File: src/hdl/sfr_pkg.sv
// shared types, constants and crc function of the frame receiver
package sfr_pkg;

  localparam int BYTE_W  = 8;
  localparam int CNT_W   = 7;
  localparam int CRC_W   = 16;
  localparam int RAW_W   = 16;
  localparam int PULSE_W = 20;
  localparam int IDX_W   = 4;
  localparam int SLOT_W  = 6;

  localparam logic [CRC_W-1:0]   CRC_POLY      = 16'h1021;
  localparam logic [PULSE_W-1:0] PULSE_OFFSET  = 20'd11580;
  localparam logic [CNT_W-1:0]   FRAME_LEN_RST = 7'd37;
  localparam logic [CNT_W-1:0]   CHAN_FIRST    = 7'd3;

  // one command from the front to the back
  typedef struct packed {
    logic              wr_en;
    logic              wr_hi;
    logic [SLOT_W-1:0] slot;
    logic [BYTE_W-1:0] data;
    logic              done;
    logic              crc_ok;
  } cmd_t;

  typedef enum logic {
    BK_IDLE,
    BK_EMIT
  } back_state_e;

  // crc-16, polynomial 0x1021, msb first, one byte
  function automatic logic [CRC_W-1:0] crc_byte(input logic [CRC_W-1:0] crc,
                                                input logic [BYTE_W-1:0] b);
    logic [CRC_W-1:0] c;
    c = crc ^ {b, 8'h00};
    for (int i = 0; i < 8; i++) begin
      c = c[CRC_W-1] ? ({c[CRC_W-2:0], 1'b0} ^ CRC_POLY) : {c[CRC_W-2:0], 1'b0};
    end
    return c;
  endfunction

endpackage

File: src/hdl/sfr_byte_if.sv
// byte input channel interface
interface sfr_byte_if import sfr_pkg::*; ();
  logic              valid;
  logic              ready;
  logic [BYTE_W-1:0] rx_byte;
  logic              frame_start;

  modport source (output valid, output rx_byte, output frame_start, input ready);
  modport sink (input valid, input rx_byte, input frame_start, output ready);
endinterface

File: src/hdl/sfr_chan_if.sv
// channel result output interface
interface sfr_chan_if import sfr_pkg::*; ();
  logic                      valid;
  logic                      ready;
  logic [IDX_W-1:0]          channel_index;
  logic [RAW_W-1:0]          channel_raw;
  logic signed [PULSE_W-1:0] pulse_q8;
  logic                      crc_ok;
  logic                      last;

  modport source (output valid, output channel_index, output channel_raw,
                  output pulse_q8, output crc_ok, output last, input ready);
  modport sink (input valid, input channel_index, input channel_raw,
                input pulse_q8, input crc_ok, input last, output ready);
endinterface

File: src/hdl/sfr_front.sv
// front end: byte count, crc and classification of each byte into a command
module sfr_front import sfr_pkg::*; #(
  parameter int NUM_CHANNELS = 16
) (
  input  logic             clk_i,
  input  logic             rst_ni,
  sfr_byte_if.sink         byte_i,
  input  logic             cfg_we_i,
  input  logic [CNT_W-1:0] cfg_wdata_i,
  input  logic             queue_full_i,
  output logic             push_o,
  output cmd_t             cmd_o
);

  logic [CNT_W-1:0] frame_len_q;
  logic [CNT_W-1:0] count_q, count_d;
  logic [CRC_W-1:0] crc_q, crc_d;

  logic [CNT_W-1:0] cnt_eff, cnt_new, rel;
  logic [CRC_W-1:0] crc_eff, crc_new;
  logic             take, in_area, accept;

  assign byte_i.ready = !queue_full_i;
  assign accept       = byte_i.valid && byte_i.ready;

  // start flag clears count and crc before the byte is taken
  always_comb begin
    cnt_eff = byte_i.frame_start ? '0 : count_q;
    crc_eff = byte_i.frame_start ? '0 : crc_q;
    take    = cnt_eff < frame_len_q;
    crc_new = crc_byte(crc_eff, byte_i.rx_byte);
    cnt_new = cnt_eff + 7'd1;
    rel     = cnt_eff - CHAN_FIRST;
    in_area = (cnt_eff >= CHAN_FIRST) &&
              ({1'b0, rel[CNT_W-1:1]} < CNT_W'(NUM_CHANNELS));
    count_d = take ? cnt_new : cnt_eff;
    crc_d   = take ? crc_new : crc_eff;
  end

  // command for the back end
  always_comb begin
    cmd_o.wr_en  = take && in_area;
    cmd_o.wr_hi  = !rel[0];
    cmd_o.slot   = rel[CNT_W-1:1];
    cmd_o.data   = byte_i.rx_byte;
    cmd_o.done   = take && (cnt_new == frame_len_q);
    cmd_o.crc_ok = (crc_new == '0);
    push_o       = accept && (cmd_o.wr_en || cmd_o.done);
  end

  // frame length register
  always_ff @(posedge clk_i or negedge rst_ni) begin
    if (!rst_ni) begin
      frame_len_q <= FRAME_LEN_RST;
    end else if (cfg_we_i) begin
      frame_len_q <= cfg_wdata_i;
    end
  end

  // count and crc registers
  always_ff @(posedge clk_i or negedge rst_ni) begin
    if (!rst_ni) begin
      count_q <= '0;
      crc_q   <= '0;
    end else if (accept) begin
      count_q <= count_d;
      crc_q   <= crc_d;
    end
  end

endmodule

File: src/hdl/sfr_queue.sv
// two-entry command queue between front and back
module sfr_queue import sfr_pkg::*; (
  input  logic clk_i,
  input  logic rst_ni,
  input  logic push_i,
  input  cmd_t cmd_i,
  output logic full_o,
  input  logic pop_i,
  output logic valid_o,
  output cmd_t cmd_o
);

  cmd_t       mem_q [2];
  logic       wr_ptr_q, rd_ptr_q;
  logic [1:0] cnt_q, cnt_d;

  assign full_o  = cnt_q[1];
  assign valid_o = (cnt_q != 2'd0);
  assign cmd_o   = mem_q[rd_ptr_q];

  // fill level
  always_comb begin
    cnt_d = cnt_q;
    priority if (push_i && !pop_i) begin
      cnt_d = cnt_q + 2'd1;
    end else if (pop_i && !push_i) begin
      cnt_d = cnt_q - 2'd1;
    end
  end

  // pointers
  always_ff @(posedge clk_i or negedge rst_ni) begin
    if (!rst_ni) begin
      wr_ptr_q <= 1'b0;
      rd_ptr_q <= 1'b0;
      cnt_q    <= 2'd0;
    end else begin
      cnt_q <= cnt_d;
      if (push_i) begin
        wr_ptr_q <= !wr_ptr_q;
      end
      if (pop_i) begin
        rd_ptr_q <= !rd_ptr_q;
      end
    end
  end

  // entries
  always_ff @(posedge clk_i) begin
    if (push_i) begin
      mem_q[wr_ptr_q] <= cmd_i;
    end
  end

endmodule

File: src/hdl/sfr_back.sv
// back end: channel store and burst of channel results
module sfr_back import sfr_pkg::*; #(
  parameter int NUM_CHANNELS = 16
) (
  input  logic       clk_i,
  input  logic       rst_ni,
  input  logic       q_valid_i,
  input  cmd_t       q_cmd_i,
  output logic       pop_o,
  sfr_chan_if.source chan_o
);

  localparam int CH_W = (NUM_CHANNELS > 1) ? $clog2(NUM_CHANNELS) : 1;
  localparam logic [CH_W-1:0] LAST_K = CH_W'(NUM_CHANNELS - 1);

  logic [RAW_W-1:0] store_q [NUM_CHANNELS];

  back_state_e               state_q, state_d;
  logic [CH_W-1:0]           k_q, k_d;
  logic                      ok_q, ok_d;
  logic                      load;
  logic                      out_valid_q;
  logic [IDX_W-1:0]          out_idx_q;
  logic [RAW_W-1:0]          out_raw_q;
  logic signed [PULSE_W-1:0] out_pulse_q;
  logic                      out_ok_q, out_last_q;
  logic [RAW_W-1:0]          raw;
  logic [PULSE_W-1:0]        raw5;
  logic [CH_W-1:0]           wr_idx;

  assign raw    = store_q[k_q];
  assign raw5   = {4'b0, raw} + {2'b0, raw, 2'b0};
  assign wr_idx = q_cmd_i.slot[CH_W-1:0];

  // sequencer: execute commands, then run the burst
  always_comb begin
    state_d = state_q;
    k_d     = k_q;
    ok_d    = ok_q;
    pop_o   = 1'b0;
    load    = 1'b0;
    unique case (state_q)
      BK_IDLE: begin
        if (q_valid_i) begin
          pop_o = 1'b1;
          if (q_cmd_i.done) begin
            state_d = BK_EMIT;
            k_d     = '0;
            ok_d    = q_cmd_i.crc_ok;
          end
        end
      end
      BK_EMIT: begin
        if (!out_valid_q || chan_o.ready) begin
          load = 1'b1;
          if (k_q == LAST_K) begin
            state_d = BK_IDLE;
          end else begin
            k_d = k_q + 1'b1;
          end
        end
      end
      default: begin
        state_d = BK_IDLE;
      end
    endcase
  end

  always_ff @(posedge clk_i or negedge rst_ni) begin
    if (!rst_ni) begin
      state_q <= BK_IDLE;
      k_q     <= '0;
      ok_q    <= 1'b0;
    end else begin
      state_q <= state_d;
      k_q     <= k_d;
      ok_q    <= ok_d;
    end
  end

  // channel store, cleared at reset
  always_ff @(posedge clk_i or negedge rst_ni) begin
    if (!rst_ni) begin
      for (int i = 0; i < NUM_CHANNELS; i++) begin
        store_q[i] <= '0;
      end
    end else if (pop_o && q_cmd_i.wr_en) begin
      if (q_cmd_i.wr_hi) begin
        store_q[wr_idx][15:8] <= q_cmd_i.data;
      end else begin
        store_q[wr_idx][7:0] <= {3'b000, q_cmd_i.data[7:3]};
      end
    end
  end

  // output register valid
  always_ff @(posedge clk_i or negedge rst_ni) begin
    if (!rst_ni) begin
      out_valid_q <= 1'b0;
    end else if (load) begin
      out_valid_q <= 1'b1;
    end else if (chan_o.ready) begin
      out_valid_q <= 1'b0;
    end
  end

  // output register payload
  always_ff @(posedge clk_i) begin
    if (load) begin
      out_idx_q   <= IDX_W'(k_q);
      out_raw_q   <= raw;
      out_pulse_q <= signed'(raw5 - PULSE_OFFSET);
      out_ok_q    <= ok_q;
      out_last_q  <= (k_q == LAST_K);
    end
  end

  assign chan_o.valid         = out_valid_q;
  assign chan_o.channel_index = out_idx_q;
  assign chan_o.channel_raw   = out_raw_q;
  assign chan_o.pulse_q8      = out_pulse_q;
  assign chan_o.crc_ok        = out_ok_q;
  assign chan_o.last          = out_last_q;

endmodule

File: src/hdl/sumd_frame_receiver_top.sv
// top level of the byte-serial radio frame receiver
//
// Bytes come in on byte_i (valid/ready, one transfer per byte, frame_start
// marks byte 0). The front end takes one byte a cycle while the queue is not
// full, runs the crc-16 over it and turns channel bytes and the frame end into
// commands for a two-entry queue. The back end writes the channel store and,
// at a frame end, sends NUM_CHANNELS results on chan_o, one per cycle while
// the sink is ready, through its single output register, the first one once
// the frame end command has passed the queue and the sequencer state. When
// chan_o stalls, the output register holds its result; the front keeps
// taking bytes until the queue holds two commands, then drops byte_i.ready.
// Reset clears count, crc, queue, store and output valid and loads a frame
// length of 37. cfg_we_i writes the frame length; the user must do so only
// while the block is idle, as the block itself does not enforce this.
module sumd_frame_receiver_top import sfr_pkg::*; #(
  parameter int NUM_CHANNELS = 16
) (
  input  logic             clk_i,
  input  logic             rst_ni,
  sfr_byte_if.sink         byte_i,
  sfr_chan_if.source       chan_o,
  input  logic             cfg_we_i,
  input  logic [CNT_W-1:0] cfg_wdata_i
);

  logic push, q_full, q_valid, pop;
  cmd_t push_cmd, pop_cmd;

  // classify bytes
  sfr_front #(.NUM_CHANNELS(NUM_CHANNELS)) u_front (
    .clk_i        (clk_i),
    .rst_ni       (rst_ni),
    .byte_i       (byte_i),
    .cfg_we_i     (cfg_we_i),
    .cfg_wdata_i  (cfg_wdata_i),
    .queue_full_i (q_full),
    .push_o       (push),
    .cmd_o        (push_cmd)
  );

  // command queue
  sfr_queue u_queue (
    .clk_i   (clk_i),
    .rst_ni  (rst_ni),
    .push_i  (push),
    .cmd_i   (push_cmd),
    .full_o  (q_full),
    .pop_i   (pop),
    .valid_o (q_valid),
    .cmd_o   (pop_cmd)
  );

  // store and result burst
  sfr_back #(.NUM_CHANNELS(NUM_CHANNELS)) u_back (
    .clk_i     (clk_i),
    .rst_ni    (rst_ni),
    .q_valid_i (q_valid),
    .q_cmd_i   (pop_cmd),
    .pop_o     (pop),
    .chan_o    (chan_o)
  );

  // no push into a full queue
  assert property (@(posedge clk_i) disable iff (!rst_ni) push |-> !q_full)
    else $error("command pushed into full queue");

  // the last flag sits on the final channel
  assert property (@(posedge clk_i) disable iff (!rst_ni)
    (chan_o.valid && chan_o.last) |->
      (chan_o.channel_index == IDX_W'(NUM_CHANNELS - 1)))
    else $error("last flag on wrong channel");

  // the burst has no gaps
  assert property (@(posedge clk_i) disable iff (!rst_ni)
    (chan_o.valid && chan_o.ready && !chan_o.last) |=> chan_o.valid)
    else $error("gap inside result burst");

endmodule
File: src/flat_wrapper.sv
// flat-port wrapper written by rule: the top's interface ports become plain ports
module sumd_frame_receiver_top_flat import sfr_pkg::*;
#(
  parameter int NUM_CHANNELS = 16
)
  (clk_i, rst_ni, cfg_we_i, cfg_wdata_i, byte_i_valid, byte_i_rx_byte, byte_i_frame_start, byte_i_ready, chan_o_valid, chan_o_channel_index, chan_o_channel_raw, chan_o_pulse_q8, chan_o_crc_ok, chan_o_last, chan_o_ready);
  sfr_byte_if byte_i_i ();
  sfr_chan_if chan_o_i ();
  input  logic clk_i;
  input  logic rst_ni;
  input  logic cfg_we_i;
  input  logic [CNT_W-1:0] cfg_wdata_i;
  input wire logic [$bits(byte_i_i.valid)-1:0] byte_i_valid;
  input wire logic [$bits(byte_i_i.rx_byte)-1:0] byte_i_rx_byte;
  input wire logic [$bits(byte_i_i.frame_start)-1:0] byte_i_frame_start;
  output wire logic [$bits(byte_i_i.ready)-1:0] byte_i_ready;
  output wire logic [$bits(chan_o_i.valid)-1:0] chan_o_valid;
  output wire logic [$bits(chan_o_i.channel_index)-1:0] chan_o_channel_index;
  output wire logic [$bits(chan_o_i.channel_raw)-1:0] chan_o_channel_raw;
  output wire logic [$bits(chan_o_i.pulse_q8)-1:0] chan_o_pulse_q8;
  output wire logic [$bits(chan_o_i.crc_ok)-1:0] chan_o_crc_ok;
  output wire logic [$bits(chan_o_i.last)-1:0] chan_o_last;
  input wire logic [$bits(chan_o_i.ready)-1:0] chan_o_ready;
  assign byte_i_i.valid = byte_i_valid;
  assign byte_i_i.rx_byte = byte_i_rx_byte;
  assign byte_i_i.frame_start = byte_i_frame_start;
  assign byte_i_ready = byte_i_i.ready;
  assign chan_o_valid = chan_o_i.valid;
  assign chan_o_channel_index = chan_o_i.channel_index;
  assign chan_o_channel_raw = chan_o_i.channel_raw;
  assign chan_o_pulse_q8 = chan_o_i.pulse_q8;
  assign chan_o_crc_ok = chan_o_i.crc_ok;
  assign chan_o_last = chan_o_i.last;
  assign chan_o_i.ready = chan_o_ready;
  sumd_frame_receiver_top #(.NUM_CHANNELS(NUM_CHANNELS)) u_core (.clk_i(clk_i), .rst_ni(rst_ni), .byte_i(byte_i_i), .chan_o(chan_o_i), .cfg_we_i(cfg_we_i), .cfg_wdata_i(cfg_wdata_i));
endmodule
File: config.mk
export PLATFORM = sky130hd
export DESIGN_NAME = sumd_frame_receiver_top_flat
export DESIGN_NICKNAME = d
export VERILOG_FILES = /design/src/hdl/sfr_pkg.sv /design/src/hdl/sfr_byte_if.sv /design/src/hdl/sfr_chan_if.sv /design/src/hdl/sfr_front.sv /design/src/hdl/sfr_queue.sv /design/src/hdl/sfr_back.sv /design/src/hdl/sumd_frame_receiver_top.sv /design/src/flat_wrapper.sv
export SDC_FILE = /design/constraint.sdc
export NUM_CORES = 1
export LEC_CHECK = 0
export BUFFER_PORTS_ARGS = -buffer_cell sky130_fd_sc_hd__buf_4
export CORE_AREA = 5 5 199 201
export CTS_CLUSTER_DIAMETER = 120
export CTS_CLUSTER_SIZE = 30
export DETAILED_ROUTE_END_ITERATION = 10
export DIE_AREA = 0 0 204 206
export PLACE_DENSITY = 0.58
export SYNTH_ARGS = -nofsm -noshare
export SYNTH_HDL_FRONTEND = slang
export SYNTH_SLANG_ARGS = --single-unit
File: constraint.sdc
create_clock -name clk_i -period 5.1 [get_ports clk_i]
set_input_delay 1.02 -clock clk_i [delete_from_list [all_inputs] [get_ports clk_i]]
set_output_delay 1.02 -clock clk_i [all_outputs]
set_load 0.05 [all_outputs]
==> metrics.txt <==
post-synthesis cell area=approximately 15000 sq um; final core occ=a little over two fifths; DRC=0; Critical Path Sink Type=flip-flop; Post-synth EDFFs=69; max-slew violation count=0; VDD IR max=about 230 uV; Slew headroom=approximately 30%; max incr delay on CP=810 ps; Gate power share=around 44%; via count=roughly 10000; post-CTS sizing=0; Post-DP HPWL=23600 um; Post-CTS Hold Fix Bufs=0; clock power share=14.9%; clk slew on worst S/H paths=roughly 120 ps; Req. time, crit path=5360 ps; Worst Setup SP=u_core.u_back.k_q[0]$_DFFE_PN0P_; Final Net Count=~1400; die area=around 42000 sq um; 1st-iter DRT viols=approximately 670; Core Area=around 37000 sq um; Synth area leaders=dfrtp_1 42%, edfxtp_1 14%, o21ai_0 6.6%, nand2_1 5.7%, mux4_2 4.4%; Placed Cells incl. Taps=1873; RSZ-0062 raised after global routing=no; GPL Wtd Cong=a little over 0.8; largest net degree at the start of global routing=approximately 100; GRT overflow=0; Crit Path Max Fanout=25; crit-path most repeated cell=ha_1; Final min period=4320 ps; sequential power share=between 40 and 50%; vias in the first global route=about 9600; Initial Utilization=between 30% and 40%; WP data arrival=around 4600 ps; Net Switching=0.00363 W; area grow syn2layout=9.72%; Pint=around 0.0055 W; Switching Share=approximately two fifths; critical path class=reg -> reg; clock sink count=roughly 320; I/O pin cnt=between 60 and 70; fmax=~230 MHz; commonest register cell after synthesis=dfrtp_1; row count=71; die span in y=between 200 and 250 um; H-Tree Depth=1; DIE WIDTH=between 200 and 250 um; R2R Setup Slk=between 700 and 800 ps; layout cell share with drive strength beyond 1=a little under an eighth; clk_skew=23.6 ps; GRT Overall Usage=between 15 and 20%; synth warn=0; antenna cell count=0; CTS root buffer=clkbuf_16; r2r endpoint=u_core.u_back.chan_o.pulse_q8[18]$_DFFE_PP_; Clock Latency Late Sink=about 520 ps; worst reg2reg path depth=13; Synth area leader=dfrtp_1; P per Cell Area=roughly 560 nW/um^2; Final Non-Filler Cells=about 1900; Post-DRT Antenna Nets=0; Cells after Synth=between 1000 and 1500; hold path depth=0; DR vias/cell=slightly above 5; Worst setup SP type=flip-flop; first-pass GRT wire length=55100 um; Worst-Margin Slew=1050 ps; outcome=finished, final reports clean; drt wl/cell=17.9 um; Routed WL=34000 um; CTS Buffer Depth=3; period utilisation layout=84.7%; Max-Cap Viols=0; asr flop ratio synth=78.3%; postcts setup bufs=0; DRT Pass-1 Iters=4; post-synthesis cell type count=67; initial antenna violation count=0; total negative slack=0 ps; CTS tree=built; Hold WS=roughly 470 ps; top-area cell type share of the netlist area=just over 40%; CTS buffer count=14; reg2reg start=u_core.u_back.k_q[0]$_DFFE_PN0P_; Tightest Hold Check Type=reg -> reg; slowest stage cell, crit path=dfrtp_4; CP cell instances=mux4_2 -> mux2i_1 -> mux2i_2 -> ha_1 -> ha_1 -> a21o_1 -> a211oi_1 -> a22o_1 -> o31ai_2 -> o21ba_1 -> a21oi_1 -> o21bai_1 -> xnor2_1; post-synthesis sequential area ratio=56.1%; setup violators final=0; syn avg cell area=around 11 sq um; critical path endpoint=u_core.u_back.chan_o.pulse_q8[18]$_DFFE_PP_; #FFs+latches synth=approximately 320; Lkg Pwr=6.97 nW; IO Port Bufs=around 60; Final Hold Fails=0
## flip-flops by register name (all words and copies together) (netlist names)
signal                              count
u_core.u_back.chan_o.valid              1
u_core.u_back.chan_o.pulse_q8          18
u_core.u_back.ok_q                      1
u_core.u_back.state_q                   1
u_core.u_back.chan_o.last               1
u_core.u_back.chan_o.channel_index      4
u_core.u_queue.wr_ptr_q                 1
u_core.u_front.frame_len_q              7
u_core.u_back.chan_o.channel_raw       13
u_core.u_front.count_q                  7
u_core.u_back.chan_o.crc_ok             1
u_core.u_queue.cnt_q                    2
u_core.u_back.store_q                 208
u_core.u_back.k_q                       4
u_core.u_queue.mem_q                   32
u_core.u_front.crc_q                   16
u_core.u_queue.rd_ptr_q                 1
## metrics by stage
stage	instance area [sq um]	total power (W)	setup slack, ps
2_1_floorplan	14800	0.00666	760
3_3_place_gp	15800	0.00777	781
3_5_place_dp	15800	0.00784	766
4_1_cts	16300	0.00921	722
5_1_grt	16300	0.00970	513
6_report	16300	0.00910	779
## final cells by class
| class | instances | area, sq um |
|---|---|---|
| Tap cell | 511 | 639 |
| Inverter | 39 | 146 |
| Clock buffer | 22 | 402 |
| Fill cell | 3529 | 21100 |
| Timing Repair Buffer | 87 | 711 |
| Clock inverter | 1 | 16.3 |
| Multi-Input combinational cell | 918 | 6030 |
| Sequential cell | 318 | 8310 |
## cell usage in the layout (no fill, tap or decap), types with 5 or more instances in the layout
cell       netlist  final
dfrtp_1        246    245
nand2_1        224    224
o21ai_0        194    194
buf_4            6     82
nor2_1          76     76
edfxtp_1        69     69
a21oi_1         51     51
xnor2_1         46     46
mux2i_1         51     45
inv_1           37     37
mux4_2          29     29
ha_1            29     29
nor2b_1         26     26
a221oi_1        20     20
a22o_1          18     18
nand3_1         15     15
xor2_1          15     15
clkbuf_16        0     15
a22oi_1         14     14
and2_1          14     13
nand2b_1         7      7
mux2i_2          1      7
clkbuf_1        58      7
o32ai_1          6      6
and3_1           5      5
o2bb2ai_1        5      5
o21ai_1          5      5
## metal layers
metal  vias to the layer above  track usage [%]  wire, um
met5                         -                0         0
li1                       4803                -         -
met1                      4808             23.7     16000
met2                       160             27.4     16400
met3                        17             1.66      1270
met4                         0             2.42       321
## power groups by stage
stage	clock network [W]	logic, W	registers [W]
floorplan	0	0.00257	0.00408
detailed placement	0	0.00405	0.00379
global placement	0	0.00399	0.00378
finish	0.00136	0.00401	0.00373
CTS	0.00141	0.00406	0.00374
global route	0.00149	0.00439	0.00381
## synthesized netlist by cell type, drive strengths merged (5+ instances only)
cell / n
nor2b: 26
a21oi: 52
o21ai: 201
mux4: 32
xor2: 15
o32ai: 6
nand2: 224
buf: 23
edfxtp: 69
ha: 29
a22o: 18
nand3: 15
and3: 5
mux2i: 52
xnor2: 46
dfrtp: 246
a221oi: 20
nand2b: 8
clkbuf: 58
inv: 37
a22oi: 14
o2bb2ai: 5
and2: 14
nor2: 76
## how the worst min path moves through the flow
stage,start,end
floorplan,u_core.u_back.ok_q$_DFFE_PN0P_,u_core.u_back.chan_o.crc_ok$_DFFE_PP_
global route,u_core.u_back.ok_q$_DFFE_PN0P_,u_core.u_back.chan_o.crc_ok$_DFFE_PP_
detailed placement,u_core.u_back.ok_q$_DFFE_PN0P_,u_core.u_back.chan_o.crc_ok$_DFFE_PP_
finish,u_core.u_back.ok_q$_DFFE_PN0P_,u_core.u_back.chan_o.crc_ok$_DFFE_PP_
global placement,u_core.u_back.ok_q$_DFFE_PN0P_,u_core.u_back.chan_o.crc_ok$_DFFE_PP_
CTS,u_core.u_back.ok_q$_DFFE_PN0P_,u_core.u_back.chan_o.crc_ok$_DFFE_PP_
## critical path: cells and delay by family (launching register included)
family / cells / cell delay [ps]
compound gates: 7 / 1260
mux: 3 / 1170
flops: 1 / 810
fa+ha+maj: 2 / 670
xor+xnor: 1 / 120
## cell families (layout without fill, tap and decap cells)
| logic type | Yosys count | after routing | share of synthesized area (%) |
|---|---|---|---|
| other cells | 1 | 3 | 0.0253 |
| fa+ha+maj | 30 | 30 | 2.59 |
| xor+xnor | 61 | 61 | 3.61 |
| compound gates | 346 | 346 | 14.0 |
| simple gates | 390 | 390 | 11.4 |
| mux | 88 | 88 | 8.79 |
| buf+inv | 120 | 149 | 3.44 |
| flops | 318 | 318 | 56.1 |
(Power assumes the default switching activity.)
